===== config.mk =====
export PLATFORM = sky130hd
export DESIGN_NAME = sha256_stream_hasher
export DESIGN_NICKNAME = d
export VERILOG_FILES = /design/src/shs_pkg.sv /design/src/shs_datapath.sv /design/src/shs_ctrl.sv /design/src/sha256_stream_hasher.sv
export SDC_FILE = /design/constraint.sdc
export NUM_CORES = 2
export LEC_CHECK = 0
export BUFFER_PORTS_ARGS = -buffer_cell sky130_fd_sc_hd__buf_2
export CAP_MARGIN = 25
export CORE_ASPECT_RATIO = 1.5
export CORE_MARGIN = 4
export CORE_UTILIZATION = 29
export CTS_BUF_LIST = sky130_fd_sc_hd__clkbuf_2 sky130_fd_sc_hd__clkbuf_4 sky130_fd_sc_hd__clkbuf_8
export CTS_CLUSTER_SIZE = 12
export DETAILED_ROUTE_END_ITERATION = 12
export GPL_ROUTABILITY_DRIVEN = 1
export PLACE_DENSITY = 0.46
export SLEW_MARGIN = 20
export SYNTH_ARGS = -nofsm -noshare
export SYNTH_HDL_FRONTEND = slang
export SYNTH_SLANG_ARGS = --single-unit

===== constraint.sdc =====
create_clock -name clk -period 40.8 [get_ports clk]
set_input_delay 6.12 -clock clk [delete_from_list [all_inputs] [get_ports clk]]
set_output_delay 6.12 -clock clk [all_outputs]
set_load 0.01 [all_outputs]

===== src/shs_pkg.sv =====
// shared types and constants for the streaming sha-256 hasher
// used by shs_ctrl, shs_datapath and sha256_stream_hasher; no dependencies
package shs_pkg;

  // input commands
  localparam logic [1:0] CMD_ABSORB      = 2'd0;
  localparam logic [1:0] CMD_ABSORB_FIN  = 2'd1;
  localparam logic [1:0] CMD_FINISH      = 2'd2;

  // source of the byte shifted into the block buffer
  localparam logic [1:0] BSEL_INPUT = 2'd0;
  localparam logic [1:0] BSEL_PAD80 = 2'd1;
  localparam logic [1:0] BSEL_ZERO  = 2'd2;
  localparam logic [1:0] BSEL_LEN   = 2'd3;

  localparam logic [7:0] PAD_BYTE   = 8'h80;
  localparam logic [5:0] LEN_OFFSET = 6'd56;
  localparam logic [5:0] FILL_LAST  = 6'd63;
  localparam logic [5:0] ROUND_LAST = 6'd63;
  localparam logic [2:0] WORD_LAST  = 3'd7;

  localparam logic [7:0][31:0] INIT_HASH = {
    32'h5be0cd19, 32'h1f83d9ab, 32'h9b05688c, 32'h510e527f,
    32'ha54ff53a, 32'h3c6ef372, 32'hbb67ae85, 32'h6a09e667
  };

  // controller to datapath
  typedef struct packed {
    logic       shift_en;
    logic [1:0] byte_sel;
    logic       count_inc;
    logic       load_work;
    logic       round_en;
    logic       add_hash;
    logic       out_adv;
    logic       reinit;
  } shs_cmd_t;

  // datapath to controller
  typedef struct packed {
    logic [5:0] fill;
    logic       round_last;
    logic       out_last;
  } shs_stat_t;

  function automatic logic [31:0] rotr(input logic [31:0] x, input int n);
    rotr = (x >> n) | (x << (32 - n));
  endfunction

  function automatic logic [31:0] big_sigma0(input logic [31:0] x);
    big_sigma0 = rotr(x, 2) ^ rotr(x, 13) ^ rotr(x, 22);
  endfunction

  function automatic logic [31:0] big_sigma1(input logic [31:0] x);
    big_sigma1 = rotr(x, 6) ^ rotr(x, 11) ^ rotr(x, 25);
  endfunction

  function automatic logic [31:0] small_sigma0(input logic [31:0] x);
    small_sigma0 = rotr(x, 7) ^ rotr(x, 18) ^ (x >> 3);
  endfunction

  function automatic logic [31:0] small_sigma1(input logic [31:0] x);
    small_sigma1 = rotr(x, 17) ^ rotr(x, 19) ^ (x >> 10);
  endfunction

  function automatic logic [31:0] round_k(input logic [5:0] r);
    unique case (r)
      6'd0:  round_k = 32'h428a2f98;  6'd1:  round_k = 32'h71374491;
      6'd2:  round_k = 32'hb5c0fbcf;  6'd3:  round_k = 32'he9b5dba5;
      6'd4:  round_k = 32'h3956c25b;  6'd5:  round_k = 32'h59f111f1;
      6'd6:  round_k = 32'h923f82a4;  6'd7:  round_k = 32'hab1c5ed5;
      6'd8:  round_k = 32'hd807aa98;  6'd9:  round_k = 32'h12835b01;
      6'd10: round_k = 32'h243185be;  6'd11: round_k = 32'h550c7dc3;
      6'd12: round_k = 32'h72be5d74;  6'd13: round_k = 32'h80deb1fe;
      6'd14: round_k = 32'h9bdc06a7;  6'd15: round_k = 32'hc19bf174;
      6'd16: round_k = 32'he49b69c1;  6'd17: round_k = 32'hefbe4786;
      6'd18: round_k = 32'h0fc19dc6;  6'd19: round_k = 32'h240ca1cc;
      6'd20: round_k = 32'h2de92c6f;  6'd21: round_k = 32'h4a7484aa;
      6'd22: round_k = 32'h5cb0a9dc;  6'd23: round_k = 32'h76f988da;
      6'd24: round_k = 32'h983e5152;  6'd25: round_k = 32'ha831c66d;
      6'd26: round_k = 32'hb00327c8;  6'd27: round_k = 32'hbf597fc7;
      6'd28: round_k = 32'hc6e00bf3;  6'd29: round_k = 32'hd5a79147;
      6'd30: round_k = 32'h06ca6351;  6'd31: round_k = 32'h14292967;
      6'd32: round_k = 32'h27b70a85;  6'd33: round_k = 32'h2e1b2138;
      6'd34: round_k = 32'h4d2c6dfc;  6'd35: round_k = 32'h53380d13;
      6'd36: round_k = 32'h650a7354;  6'd37: round_k = 32'h766a0abb;
      6'd38: round_k = 32'h81c2c92e;  6'd39: round_k = 32'h92722c85;
      6'd40: round_k = 32'ha2bfe8a1;  6'd41: round_k = 32'ha81a664b;
      6'd42: round_k = 32'hc24b8b70;  6'd43: round_k = 32'hc76c51a3;
      6'd44: round_k = 32'hd192e819;  6'd45: round_k = 32'hd6990624;
      6'd46: round_k = 32'hf40e3585;  6'd47: round_k = 32'h106aa070;
      6'd48: round_k = 32'h19a4c116;  6'd49: round_k = 32'h1e376c08;
      6'd50: round_k = 32'h2748774c;  6'd51: round_k = 32'h34b0bcb5;
      6'd52: round_k = 32'h391c0cb3;  6'd53: round_k = 32'h4ed8aa4a;
      6'd54: round_k = 32'h5b9cca4f;  6'd55: round_k = 32'h682e6ff3;
      6'd56: round_k = 32'h748f82ee;  6'd57: round_k = 32'h78a5636f;
      6'd58: round_k = 32'h84c87814;  6'd59: round_k = 32'h8cc70208;
      6'd60: round_k = 32'h90befffa;  6'd61: round_k = 32'ha4506ceb;
      6'd62: round_k = 32'hbef9a3f7;  6'd63: round_k = 32'hc67178f2;
      default: round_k = 32'h0;
    endcase
  endfunction

endpackage


===== src/shs_datapath.sv =====
// datapath: block buffer / schedule window, round unit, hash state, counters
// depends on shs_pkg
module shs_datapath (
  input  logic              clk,
  input  logic              rst,
  input  shs_pkg::shs_cmd_t cmd,
  input  logic [7:0]        data_byte,
  output shs_pkg::shs_stat_t stat,
  output logic [31:0]       digest_word,
  output logic [2:0]        word_index
);

  logic [15:0][31:0] win;     // w[0] oldest; doubles as the byte buffer
  logic [7:0][31:0]  work;    // a..h
  logic [7:0][31:0]  hash;
  logic [60:0]       count;   // message bytes, bit count is count * 8
  logic [5:0]        fill;
  logic [5:0]        rnd;
  logic [2:0]        out_idx;

  logic [63:0] bit_total;
  logic [7:0]  len_byte;
  logic [7:0]  shift_byte;
  logic [31:0] w_new;
  logic [31:0] t1;
  logic [31:0] t2;

  assign bit_total = {count, 3'b000};
  // big-endian length byte for offsets 56..63
  assign len_byte  = bit_total[{~fill[2:0], 3'b000} +: 8];

  always_comb begin
    unique case (cmd.byte_sel)
      shs_pkg::BSEL_INPUT: shift_byte = data_byte;
      shs_pkg::BSEL_PAD80: shift_byte = shs_pkg::PAD_BYTE;
      shs_pkg::BSEL_ZERO:  shift_byte = 8'h00;
      shs_pkg::BSEL_LEN:   shift_byte = len_byte;
      default:             shift_byte = 8'h00;
    endcase
  end

  assign w_new = shs_pkg::small_sigma1(win[14]) + win[9] +
                 shs_pkg::small_sigma0(win[1]) + win[0];

  assign t1 = work[7] + shs_pkg::big_sigma1(work[4]) +
              ((work[4] & work[5]) ^ (~work[4] & work[6])) +
              shs_pkg::round_k(rnd) + win[0];
  assign t2 = shs_pkg::big_sigma0(work[0]) +
              ((work[0] & work[1]) ^ (work[0] & work[2]) ^ (work[1] & work[2]));

  // window: bytes enter at the bottom, rounds shift out whole words
  always_ff @(posedge clk) begin
    if (cmd.shift_en) begin
      for (int k = 0; k < 15; k++) begin
        win[k] <= {win[k][23:0], win[k+1][31:24]};
      end
      win[15] <= {win[15][23:0], shift_byte};
    end else if (cmd.round_en) begin
      for (int k = 0; k < 15; k++) begin
        win[k] <= win[k+1];
      end
      win[15] <= w_new;
    end
  end

  always_ff @(posedge clk) begin
    if (cmd.load_work) begin
      work <= hash;
    end else if (cmd.round_en) begin
      work[7] <= work[6];
      work[6] <= work[5];
      work[5] <= work[4];
      work[4] <= work[3] + t1;
      work[3] <= work[2];
      work[2] <= work[1];
      work[1] <= work[0];
      work[0] <= t1 + t2;
    end
  end

  always_ff @(posedge clk) begin
    if (rst) begin
      hash    <= shs_pkg::INIT_HASH;
      count   <= '0;
      fill    <= '0;
      rnd     <= '0;
      out_idx <= '0;
    end else begin
      if (cmd.reinit) begin
        hash  <= shs_pkg::INIT_HASH;
        count <= '0;
      end else begin
        if (cmd.add_hash) begin
          for (int k = 0; k < 8; k++) begin
            hash[k] <= hash[k] + work[k];
          end
        end
        if (cmd.count_inc) begin
          count <= count + 61'd1;
        end
      end
      if (cmd.shift_en) begin
        fill <= fill + 6'd1;
      end
      if (cmd.load_work) begin
        rnd <= '0;
      end else if (cmd.round_en) begin
        rnd <= rnd + 6'd1;
      end
      if (cmd.out_adv) begin
        out_idx <= out_idx + 3'd1;
      end
    end
  end

  assign stat.fill       = fill;
  assign stat.round_last = (rnd == shs_pkg::ROUND_LAST);
  assign stat.out_last   = (out_idx == shs_pkg::WORD_LAST);
  assign digest_word     = hash[out_idx];
  assign word_index      = out_idx;

endmodule


===== src/shs_ctrl.sv =====
// controller: sequences absorb, padding, compression and digest output
// depends on shs_pkg
module shs_ctrl (
  input  logic               clk,
  input  logic               rst,
  input  logic               in_valid,
  input  logic [1:0]         command,
  output logic               in_ready,
  output logic               out_valid,
  input  logic               out_ready,
  input  shs_pkg::shs_stat_t stat,
  output shs_pkg::shs_cmd_t  cmd
);

  localparam logic [2:0] S_IDLE  = 3'd0;
  localparam logic [2:0] S_LOAD  = 3'd1;
  localparam logic [2:0] S_ROUND = 3'd2;
  localparam logic [2:0] S_ADD   = 3'd3;
  localparam logic [2:0] S_PAD80 = 3'd4;
  localparam logic [2:0] S_PADZ  = 3'd5;
  localparam logic [2:0] S_LEN   = 3'd6;
  localparam logic [2:0] S_OUT   = 3'd7;

  logic [2:0] state, state_next;
  logic [2:0] ret, ret_next;   // where to go after a compression
  logic       fill_full;

  assign fill_full = (stat.fill == shs_pkg::FILL_LAST);

  always_ff @(posedge clk) begin
    if (rst) begin
      state <= S_IDLE;
      ret   <= S_IDLE;
    end else begin
      state <= state_next;
      ret   <= ret_next;
    end
  end

  always_comb begin
    state_next = state;
    ret_next   = ret;
    cmd        = '0;
    in_ready   = 1'b0;
    out_valid  = 1'b0;
    unique case (state)
      S_IDLE: begin
        in_ready = 1'b1;
        if (in_valid) begin
          unique case (command)
            shs_pkg::CMD_ABSORB: begin
              cmd.shift_en  = 1'b1;
              cmd.byte_sel  = shs_pkg::BSEL_INPUT;
              cmd.count_inc = 1'b1;
              if (fill_full) begin
                state_next = S_LOAD;
                ret_next   = S_IDLE;
              end
            end
            shs_pkg::CMD_ABSORB_FIN: begin
              cmd.shift_en  = 1'b1;
              cmd.byte_sel  = shs_pkg::BSEL_INPUT;
              cmd.count_inc = 1'b1;
              if (fill_full) begin
                state_next = S_LOAD;
                ret_next   = S_PAD80;
              end else begin
                state_next = S_PAD80;
              end
            end
            shs_pkg::CMD_FINISH: begin
              state_next = S_PAD80;
            end
            default: begin
            end
          endcase
        end
      end
      S_PAD80: begin
        cmd.shift_en = 1'b1;
        cmd.byte_sel = shs_pkg::BSEL_PAD80;
        if (fill_full) begin
          state_next = S_LOAD;
          ret_next   = S_PADZ;
        end else begin
          state_next = S_PADZ;
        end
      end
      S_PADZ: begin
        if (stat.fill == shs_pkg::LEN_OFFSET) begin
          state_next = S_LEN;
        end else begin
          cmd.shift_en = 1'b1;
          cmd.byte_sel = shs_pkg::BSEL_ZERO;
          if (fill_full) begin
            state_next = S_LOAD;
            ret_next   = S_PADZ;
          end
        end
      end
      S_LEN: begin
        cmd.shift_en = 1'b1;
        cmd.byte_sel = shs_pkg::BSEL_LEN;
        if (fill_full) begin
          state_next = S_LOAD;
          ret_next   = S_OUT;
        end
      end
      S_LOAD: begin
        cmd.load_work = 1'b1;
        state_next    = S_ROUND;
      end
      S_ROUND: begin
        cmd.round_en = 1'b1;
        if (stat.round_last) begin
          state_next = S_ADD;
        end
      end
      S_ADD: begin
        cmd.add_hash = 1'b1;
        state_next   = ret;
      end
      S_OUT: begin
        out_valid = 1'b1;
        if (out_ready) begin
          cmd.out_adv = 1'b1;
          if (stat.out_last) begin
            cmd.reinit = 1'b1;
            state_next = S_IDLE;
          end
        end
      end
      default: begin
        state_next = S_IDLE;
      end
    endcase
  end

endmodule


===== src/sha256_stream_hasher.sv =====
// an absorbed byte is shifted into the block buffer; the 64th byte of a block starts a
// compression (load, 64 rounds on one shared round unit, hash add)
// finish: pad byte 0x80, zero bytes up to offset 56, then the length bytes, one or two
// compressions, then 8 digest items; one item is worked on at a time
// throughput is 1 byte per cycle, but no input is taken while padding, compressing or sending the digest
// reset (rst, synchronous): hash state to initial values, bit count and fill to zero, idle
// top level of the streaming sha-256 hasher; depends on shs_pkg, shs_ctrl, shs_datapath
module sha256_stream_hasher (
  input  logic        clk,
  input  logic        rst,
  input  logic        s_tvalid,
  output logic        s_tready,
  input  logic [15:0] s_tdata,   // command [1:0], data_byte [9:2], zeros above
  output logic        m_tvalid,
  input  logic        m_tready,
  output logic [39:0] m_tdata,   // digest_word [31:0], word_index [34:32], zeros above
  output logic        m_tlast    // last_word
);

  shs_pkg::shs_cmd_t  cmd;
  shs_pkg::shs_stat_t stat;
  logic [31:0]        digest_word;
  logic [2:0]         word_index;

  shs_ctrl u_ctrl (
    .clk       (clk),
    .rst       (rst),
    .in_valid  (s_tvalid),
    .command   (s_tdata[1:0]),
    .in_ready  (s_tready),
    .out_valid (m_tvalid),
    .out_ready (m_tready),
    .stat      (stat),
    .cmd       (cmd)
  );

  shs_datapath u_datapath (
    .clk         (clk),
    .rst         (rst),
    .cmd         (cmd),
    .data_byte   (s_tdata[9:2]),
    .stat        (stat),
    .digest_word (digest_word),
    .word_index  (word_index)
  );

  assign m_tdata = {5'b00000, word_index, digest_word};
  assign m_tlast = stat.out_last;

  // input and output never open at once
  a_excl: assert property (@(posedge clk) disable iff (rst) !(s_tready && m_tvalid))
    else $error("input accepted while digest pending");

  // after the final digest item the block takes input again
  a_back: assert property (@(posedge clk) disable iff (rst)
      (m_tvalid && m_tready && m_tlast) |=> s_tready)
    else $error("not idle after last digest item");

  // digest goes out only after the padded message filled whole blocks
  a_fill: assert property (@(posedge clk) disable iff (rst) m_tvalid |-> (stat.fill == 6'd0))
    else $error("digest with partial block");

  // rounds never overlap the byte buffer shifting
  a_round: assert property (@(posedge clk) disable iff (rst) !(cmd.round_en && cmd.shift_en))
    else $error("shift during compression");

endmodule


==> results.ini <==
[status]
status = complete, no violations

[synthesis]
synth.top_cell.area_share = 0.305
synth.most_common_cell = nand2_1
netlist_instances = 8547
ys_types = 99
netlist_area_um2 = 75700
ys_async_sr_fraction = 0
yosys_most_used_dff = edfxtp_1
synth-edff-count = 768
synth-warning-count = 0
synth_commonest_cells = nand2_1 (2570), edfxtp_1 (768), a21oi_1 (513)
yosys-top-cells-area = edfxtp_1 (30%), nand2_1 (13%), dfxtp_1 (9.8%)
ys_ff_latch = 1138
syn_area_per_cell_um2 = 8.86
yosys.area.top_type = edfxtp_1
ys_seq_area_frac = 0.402

[finish]
ff_latch_area_um2 = 30500
area_growth_syn_to_layout_pct = 10.3
n_fill_cell = 27400
drive_gt1_frac = 0.0785
nets = 9012
fin_cells = 12000
final_area_um2 = 83500
multi_input_area_um2 = 42200

[run]
drv_cap = 0

[detailed_routing]
ant_nets = 0
first_iter_violations = 4567
wl_um = 271000
viasPerCell = 5.09
drtPass1Iterations = 6
vias = 61200
wl_per_cell_um = 22.5
drc = 0

[timing]
worst_slew_pin_slew_ns = 1.04
final_max_slew_viol_count = 0
setup_viol = 0
fin_crit_ns = 10.31
grt_setup_unrepaired = no
hold_viol = 0
whs_ns = 0.454
fin_crit_sh = 0.253
setup_tns_ns = 0
fmax_mhz = 96.9
finalClockSkew_ns = 0.145
slew_headroom = 0.304

[cts]
clock-sinks = 1138
htreeDepth = 4
holdBufCountCts = 0
cts_root_buf = clkbuf_8
cts_tree = yes
clock_path_buffers = 4
cts_setup_buffers = 0
clkTransAtPathRegs_ns = 0.06
cts_resized = 0
clk_latency_ns = 0.99
cts-buffers-inserted = 207

[floorplanning]
core_area_um2 = 260000
rows = 229
die_y_um = 634
die_w_um = 425
dieArea_um2 = 269000
io_pins = 63
start_util = 0.292

[global_route]
overflow = 0
track_usage = 0.195
grt_pass1_wl_um = 397000
grt_max_degree = 138
antenna_found_initial = 11
first_global_vias = 60800

[placed_design]
place_hpwl_um = 200000
io_buffers = 51
place_inst = 11700
routabilityCongestion = 0.919
placed_area_um2 = 79200

[pwr]
p_leak_uw = 0.0341
power-per-cell-area_nw_per_um2 = 57.7
peakVddDrop_mv = 0.0412

[critical_path]
cp.arrival_ns = 10.83
critPathLaunchType = primary input
worstSetupEndpointType = flop
cp.required_ns = 41.32
crit_type = primary input to flop
critPathMaxFanout = 84

[min_path]
worstHoldPathType = flop to flop

-- cell families after synthesis --
family                   Yosys count  synth area share
AO/OA/AOI/OAI                   1689             0.140
adder cells (fa/ha/maj)          614             0.120
buffers and inverters            841            0.0423
XOR/XNOR                         615            0.0714
other                              1         0.0000495
multiplexers                     167            0.0354
AND/OR/NAND/NOR                 3482             0.189
flip-flops                      1138             0.402
-- sequential cells by signal (all words and copies together) (netlist names), named ones only --
name / count
u_datapath.win: 512
u_datapath.work: 256
u_datapath.hash: 256
u_ctrl.ret: 3
u_datapath.count: 61
u_datapath.word_index: 3
u_ctrl.state: 3
u_datapath.fill: 6
u_datapath.rnd: 6
-- report_power, final --
| group | internal, uW | total (uW) | switching, uW |
|---|---|---|---|
| Combinational | 858 | 2160 | 1300 |
| Clock | 619 | 1150 | 531 |
| Sequential | 1430 | 1510 | 83.8 |
-- layout by cell type (no fill, tap or decap), types with 48 or more instances in the layout --
cell type | Yosys | final
a211oi_1 | 69 | 69
a21o_1 | 167 | 167
a21oi_1 | 513 | 512
a31oi_1 | 49 | 48
buf_2 | 19 | 51
buf_4 | 6 | 69
clkbuf_4 | 0 | 72
clkbuf_8 | 0 | 236
dfxtp_1 | 370 | 367
edfxtp_1 | 768 | 768
fa_1 | 195 | 195
ha_1 | 397 | 397
inv_1 | 344 | 344
mux2i_1 | 52 | 51
mux4_2 | 77 | 77
nand2_1 | 2570 | 2567
nand2b_1 | 63 | 62
nand3_1 | 114 | 114
nor2_1 | 393 | 390
nor3_1 | 73 | 73
o211ai_1 | 114 | 114
o21a_1 | 62 | 62
o21ai_0 | 427 | 427
xnor2_1 | 402 | 402
xor2_1 | 210 | 208
-- worst max-delay path, stage by stage --
cell and delay (ns):
buf_2 0.11, inv_1 0.07, ha_1 0.21, or2_2 0.16
and3_1 0.39, a21oi_4 0.23, nand2b_4 0.47, buf_6 0.62
buf_4 0.47, buf_16 0.31, buf_4 0.64, buf_4 0.79
-- area by class of cell --
type	instances	area share
Clock inverter	65	0.00523
Multi-Input combinational cell	6572	0.505
Inverter	351	0.0158
Timing Repair Buffer	130	0.0117
Antenna cell	4	0.000120
Sequential cell	1138	0.365
Clock buffer	308	0.0454
Tap cell	3465	0.0519
-- metal layers --
| layer | part of all wire | global-route usage | up-vias |
|---|---|---|---|
| met2 | 0.50 | 0.348 | 1725 |
| met4 | 0.076 | 0.127 | 8 |
| met3 | 0.044 | 0.0256 | 601 |
| met5 | 0.00017 | 0 | - |
| li1 | - | - | 29100 |
| met1 | 0.38 | 0.218 | 29800 |
-- metrics by stage --
| stage | utilization | setup slack, ns | power [uW] |
|---|---|---|---|
| after floorplan | - | 21.20 | 3060 |
| after global placement | 0.305 | 28.59 | 3670 |
| after global routing | 0.322 | 30.06 | 5150 |
| after CTS | 0.321 | 29.50 | 4870 |
| final | 0.322 | 30.49 | 4820 |
| after detailed placement | 0.305 | 28.48 | 3680 |
-- final timing paths --
check | from | slack [ns] | cells after the start | end
worst max-delay path | s_tdata[1] | 30.49 | 12 | u_datapath.win[138]$_DFFE_PP_
worst min-delay path | u_datapath.win[90]$_DFFE_PP_ | 0.45 | 2 | u_datapath.win[34]$_DFFE_PP_
worst max register to register | u_datapath.work[135]$_DFFE_PN_ | 31.69 | 29 | u_datapath.work[31]$_DFFE_PN_
worst min register to register | u_datapath.win[90]$_DFFE_PP_ | 0.45 | 2 | u_datapath.win[34]$_DFFE_PP_
Note: power is estimated with default switching activity, not from simulation.
